==> src/rtl/aspv_pkg.sv <==
// shared constants, codes and controller/datapath interface types
// for the aspa path verifier; no dependencies
package aspv_pkg;

  localparam int TABLE_DEPTH_DEF = 256;
  localparam int AS_W            = 32;
  localparam int SRC_W           = 2;
  localparam int VERDICT_W       = 2;
  localparam int IN_TDATA_W      = 104;
  localparam int OUT_TDATA_W     = 8;

  localparam logic [VERDICT_W-1:0] VERDICT_VALID   = 2'd0;
  localparam logic [VERDICT_W-1:0] VERDICT_UNKNOWN = 2'd1;
  localparam logic [VERDICT_W-1:0] VERDICT_INVALID = 2'd2;

  localparam logic [SRC_W-1:0] SRC_CUSTOMER = 2'd0;
  localparam logic [SRC_W-1:0] SRC_PEER     = 2'd1;
  localparam logic [SRC_W-1:0] SRC_PROVIDER = 2'd2;
  localparam logic [SRC_W-1:0] SRC_UNDEF    = 2'd3;

  localparam logic MODE_LOAD = 1'b0;
  localparam logic MODE_HOP  = 1'b1;

  // commands from controller to datapath
  typedef struct packed {
    logic load;
    logic capture;
    logic srch_start;
    logic srch_rev;
    logic set_inv;
    logic set_down;
    logic merge;
    logic finish;
  } aspv_cmd_t;

  // status from datapath to controller
  typedef struct packed {
    logic                 first_pending;
    logic                 run_invalid;
    logic                 downward;
    logic                 src_provider;
    logic                 srch_busy;
    logic [VERDICT_W-1:0] srch_verdict;
    logic                 last;
    logic                 out_blocked;
  } aspv_sts_t;

endpackage

==> src/rtl/aspv_ctrl.sv <==
// controller state machine: sequences load, search and verdict steps
// depends on aspv_pkg
module aspv_ctrl (
  input  logic              clk,
  input  logic              rst_n,
  input  logic              in_accept,
  input  logic              in_mode,
  output logic              in_ready,
  input  aspv_pkg::aspv_sts_t sts,
  output aspv_pkg::aspv_cmd_t cmd
);

  typedef enum logic [2:0] {
    S_IDLE,
    S_DECIDE,
    S_SEARCH1,
    S_SEARCH2,
    S_FINISH
  } state_t;

  state_t state_r, state_nxt;

  assign in_ready = (state_r == S_IDLE);

  always_comb begin
    state_nxt = state_r;
    cmd       = '0;
    unique case (state_r)
      S_IDLE: begin
        if (in_accept) begin
          if (in_mode == aspv_pkg::MODE_LOAD) begin
            cmd.load = 1'b1;
          end else begin
            cmd.capture = 1'b1;
            state_nxt   = S_DECIDE;
          end
        end
      end
      S_DECIDE: begin
        // first hop or failed path: nothing to check
        if (sts.first_pending || sts.run_invalid) begin
          state_nxt = S_FINISH;
        end else begin
          cmd.srch_start = 1'b1;
          cmd.srch_rev   = sts.downward;
          state_nxt      = S_SEARCH1;
        end
      end
      S_SEARCH1: begin
        if (!sts.srch_busy) begin
          if (sts.downward) begin
            cmd.merge = 1'b1;
            state_nxt = S_FINISH;
          end else if (sts.srch_verdict == aspv_pkg::VERDICT_INVALID) begin
            if (sts.src_provider) begin
              // switch to downward and recheck the same pair reversed
              cmd.set_down   = 1'b1;
              cmd.srch_start = 1'b1;
              cmd.srch_rev   = 1'b1;
              state_nxt      = S_SEARCH2;
            end else begin
              cmd.set_inv = 1'b1;
              state_nxt   = S_FINISH;
            end
          end else begin
            cmd.merge = 1'b1;
            state_nxt = S_FINISH;
          end
        end
      end
      S_SEARCH2: begin
        if (!sts.srch_busy) begin
          cmd.merge = 1'b1;
          state_nxt = S_FINISH;
        end
      end
      S_FINISH: begin
        if (!(sts.last && sts.out_blocked)) begin
          cmd.finish = 1'b1;
          state_nxt  = S_IDLE;
        end
      end
      default: begin
        state_nxt = S_IDLE;
      end
    endcase
  end

  always_ff @(posedge clk) begin
    if (!rst_n) begin
      state_r <= S_IDLE;
    end else begin
      state_r <= state_nxt;
    end
  end

endmodule

==> config.mk <==
export PLATFORM = sky130hd
export DESIGN_NAME = aspv_ctrl
export DESIGN_NICKNAME = d
export VERILOG_FILES = /design/src/rtl/aspv_pkg.sv /design/src/rtl/aspv_ctrl.sv
export SDC_FILE = /design/constraint.sdc
export NUM_CORES = 1
export LEC_CHECK = 0
export BUFFER_PORTS_ARGS = -buffer_cell sky130_fd_sc_hd__clkbuf_2
export CORE_AREA = 8 8 45 47
export CTS_CLUSTER_SIZE = 14
export DETAILED_ROUTE_END_ITERATION = 6
export DIE_AREA = 0 0 53 55
export GPL_TIMING_DRIVEN = 0
export PLACE_DENSITY = 0.47
export SLEW_MARGIN = 20
export SYNTH_ARGS = -nofsm -noshare
export SYNTH_HDL_FRONTEND = slang
export SYNTH_SLANG_ARGS = --single-unit
==> constraint.sdc <==
create_clock -name clk -period 3.4 [get_ports clk]
set_input_delay 0.17 -clock clk [delete_from_list [all_inputs] [get_ports clk]]
set_output_delay 0.17 -clock clk [all_outputs]
set_load 0.01 [all_outputs]
**Yosys cells after proc, flatten, opt, wreduce, memory -nomap -nowiden**

Cells that the tools add are included.

- Equal/unequal tests: 10
- Reduce and logical (&&, ||, !) cells: 4
- Mux-type cells: 29

Operators with widths:

| cell | number |
|---|---|
| $mux 3 | 9 |
| $pmux 3 s5 | 1 |
| $mux 2 | 5 |
| $ne 2x2->1 const B | 5 |
| $mux 1 | 9 |
| $mux 4 | 2 |
| $eq 3x2->1 const B | 2 |
| $mux 5 | 1 |
| $reduce_and 5->1 | 1 |
| $pmux 2 s2 | 1 |
| $eq 3x1->1 const B | 1 |
| $eq 3x3->1 const B | 1 |
| $logic_not 3->1 | 1 |
| $eq 2x2->1 const B | 1 |
| $pmux 1 s2 | 1 |
| $logic_and 1x1->1 | 1 |
| $logic_or 1x1->1 | 1 |

- Register bits: 3
- Output and inout bits: 9
- Word-level logic and storage cells: 44
- Bits of input ports: 13

**Depth between registers and ports, before layout**

- Depth after elaboration: 5
- Mapped depth: 4
- Depth with buffers taken out: 3

**Worst setup path before layout**

OpenSTA, ideal clock, no wires.

- Path kind: flip-flop to output port
- Start point: register state_r[0]
- End point: output port cmd[3] (netlist bit)
- Cell stages (with the launch flop): 4
- Setup slack: 2103 ps
- Data arrival time: 1127 ps
- Path through: dfxtp_1 -> buf_6 -> nor4b_4 -> nor3b_1

RTL lines:

| element | line | source |
|---|---|---|
| from (decl) | aspv_ctrl.sv:21 | `state_t state_r, state_nxt;` |
| from (signal assigned) | aspv_ctrl.sv:93 | `state_r <= state_nxt;` |
| to (decl) | aspv_ctrl.sv:10 | `output aspv_pkg::aspv_cmd_t cmd` |

==> metrics.md <==
| Metric | Value |
|---|---|
| Total of hold buffers inserted after clock tree synthesis | 0 |
| Largest voltage drop on the vdd net | 0.284 mV |
| Net switching power | 112 uW |
| Slowest stage cell, crit path | nor4b_4 |
| Total instance count after detailed placement | 79 |
| Root buf cell | clkbuf_4 |
| Wirelength, routed | 958 um |
| Comb power frac | 56.0% |
| Routability congestion estimate from global placement | 0.804 |
| Count of warnings emitted by yosys | 0 |
| Element type at the critical path end | output port |
| Number of rows in the core area | 14 |
| FF-to-FF Start | state_r[0] |
| Terminus of the critical flop-to-flop path | state_r[2] |
| Most instantiated flip-flop cell in the synthesis netlist | dfxtp_1 |
| Worst R2R Path Depth | 4 |
| Violation count after the first detailed-routing iteration | 13 |
| Startpoint of the worst setup timing path | state_r[0] |
| Minimum clock period after layout | 1.65 ns |
| Worst hold margin | 0.226 ns |
| Worst hold-check path type | in -> reg |
| Post-place instance area | 445 sq um |
| End point of the critical path | cmd[5] |
| Chip height | 55 um |
| Average cell area after synthesis | 7.63 sq um |
| Die width | 53 um |
| Share of cells above drive strength 1 | 40.3% |
| Net count after synthesis | 55 |
| Final-report max-slew violation count | 0 |
| Actual slew at the worst max-slew pin | 0.425 ns |
| Register share of total power | 22.3% |
| Synth cell types | 25 |
| Total routing usage reported by global routing | 6.66% |
| Synth async-reset ratio | 0% |
| I/O pin count | 22 |
| Number of antenna diodes | 0 |
| Core Footprint | 1380 sq um |
| Net switching share of the total power | 40.7% |
| Post-CTS Setup Inserts | 0 |
| Layout Area Growth over Synthesis | 47.3% |
| Headroom to the max-slew limit | 71.5% |
| Global route total overflow | 0 |
| Cell Area, Synth | 320 sq um |
| CP max FO | 9 |
| Run status | finished clean |
| Final setup TNS | 0 ns |
| Port bufs | 21 |
| Post-route cell area | 472 sq um |
| Detailed placement HPWL | 815 um |
| Via density per instance | 4.76 |
| Number of antenna violations at the first check in global routing | 0 |
| Htree depth | 1 |
| Endpoint required time on the critical path | 3.23 ns |
| Leading registers by flop count | state_r (3) |
| Via count of the first global-routing pass | 367 |
| Commonest cells in the synthesized netlist | nand2_1, nor2_1, and2_1, dfxtp_1 |
| Critical path startpoint category | flop |
| Die area | 2920 sq um |
| Post-Syn Instances | 42 |
| RSZ-0062 raised after global routing | false |
| Total design power | 276 uW |
| Final setup fails | 0 |
| Number of resized instances in the post-cts repair step | 0 |
| Critical Path Max Stage Delay | 0.40 ns |
| Category of the most critical setup path | reg -> out |
| Pin count of the biggest net entering global routing | 10 |
| Worst R2R Setup Slack | 2.07 ns |
| Number of synthesized flops with an enable pin | 0 |
| Initial DRT Pass Iterations | 4 |
| Post-route insts no fill | 83 |
| Maximum clock frequency | 606 MHz |
| Clk_lat worst skew | 0.23 ns |
| Post-synth top area cell | dfxtp_1 |
| Register with the most flip-flops | state_r |
| Leakage power figure | 0.233 nW |
| Maxcap violations | 0 |
| Fill count | 164 |
| First-pass GRT wire length | 1460 um |
| Critical path cell sequence | buf_6, nor4b_4, nand4b_1, nand2_1, clkbuf_2 |
| Via count of the routed design | 395 |
| Flops & latches, synth | 3 |
| Worst-path clk slew | 0.03 ns |
| Clk pwr share | 21.7% |
| Internal Dissipation | 164 uW |
| Fraction of the yosys area taken by sequential cells | 18.8% |
| Effective utilization at floorplan | 23.1% |
| Final nets | 81 |
| # DRC | 0 |
| Maximum root-to-sink buffer count | 2 |
| Largest clock skew in the final design | 0.00126 ns |
| Average routed wire per standard cell | 11.5 um |
| Share of the synthesized area in the top cell type | 18.8% |
| Worst endpoint data arrival time | 1.48 ns |
| Largest cells by area after synthesis | dfxtp_1, nor4b_4, and2_1 |
| Total power density per cell area | 585 nW/um^2 |
| Flip-flop count of the largest register after layout | 3 |
| Number of hold violations in the final report | 0 |
| Part of the cycle the worst path needs | 48.5% |
| Clock tree from TritonCTS | done |
| Clk sinks | 3 |
| Number of clock buffers inserted by TritonCTS | 3 |
| Antenna-violating nets left | 0 |
-- cell type report --
| class | instances | area [sq um] | share of cell area [%] |
|---|---|---|---|
| tap | 16 | 20.0 | 4.24 |
| sequential | 3 | 60.1 | 12.7 |
| multi-input combinational | 36 | 241 | 51.2 |
| timing repair buffer | 21 | 105 | 22.3 |
| clock buffer | 4 | 26.3 | 5.57 |
| buffer | 1 | 11.3 | 2.39 |
| inverter | 2 | 7.51 | 1.59 |
-- how the worst min path moves through the flow --
stage / end / cells past startpoint / from
CTS: state_r[2] / 2 / rst_n
floorplan: state_r[2] / 1 / rst_n
global placement: state_r[2] / 2 / rst_n
detailed placement: state_r[2] / 2 / rst_n
finish: state_r[2] / 2 / rst_n
global route: state_r[2] / 2 / rst_n
-- through the flow --
step,worst slack [ns],utilization (%)
after global routing,1.61,34.1
after global placement,1.98,32.2
final,1.75,34.1
after CTS,1.73,34.1
after floorplan,2.10,-
after detailed placement,1.98,32.2
-- power by group through the flow --
| stage | logic, mW | registers (mW) | clock network (mW) |
|---|---|---|---|
| 2_1_floorplan | 0.112 | 0.0575 | 0 |
| 3_3_place_gp | 0.157 | 0.0613 | 0 |
| 3_5_place_dp | 0.155 | 0.0617 | 0 |
| 4_1_cts | 0.156 | 0.0611 | 0.0638 |
| 5_1_grt | 0.171 | 0.0635 | 0.0680 |
| 6_report | 0.155 | 0.0615 | 0.0599 |
-- per-layer routing --
layer / vias up / GRT usage (%) / routed length (um)
met5: - / 0 / 0
met4: 0 / 3.88 / 0
met3: 0 / 4.01 / 144
met2: 17 / 9.96 / 377
met1: 171 / 7.11 / 436
li1: 207 / - / -
-- cell families after synthesis --
| kind of cell | after synthesis | share of synthesized area (%) |
|---|---|---|
| compound gates | 11 | 25.8 |
| buf+inv | 3 | 5.86 |
| flops | 3 | 18.8 |
| simple gates | 25 | 49.6 |
-- cells in the final DEF, fill, tap and decap left out, types with 2 or more instances in the layout --
cell      count
inv_1         2
nand3_1       2
nand2b_1      2
clkbuf_4      3
o21ai_0       2
and2_1        3
a211oi_1      2
nor2b_1       2
nand2_1       4
dfxtp_1       3
nor2_1        4
nor3b_1       2
clkbuf_2     21
-- critical path, delay by kind of cell (launching register included) --
kind          cells  cell delay (ns)
buf+inv           2             0.26
flops             1             0.29
simple gates      3             0.69
(Power assumes the default switching activity.)
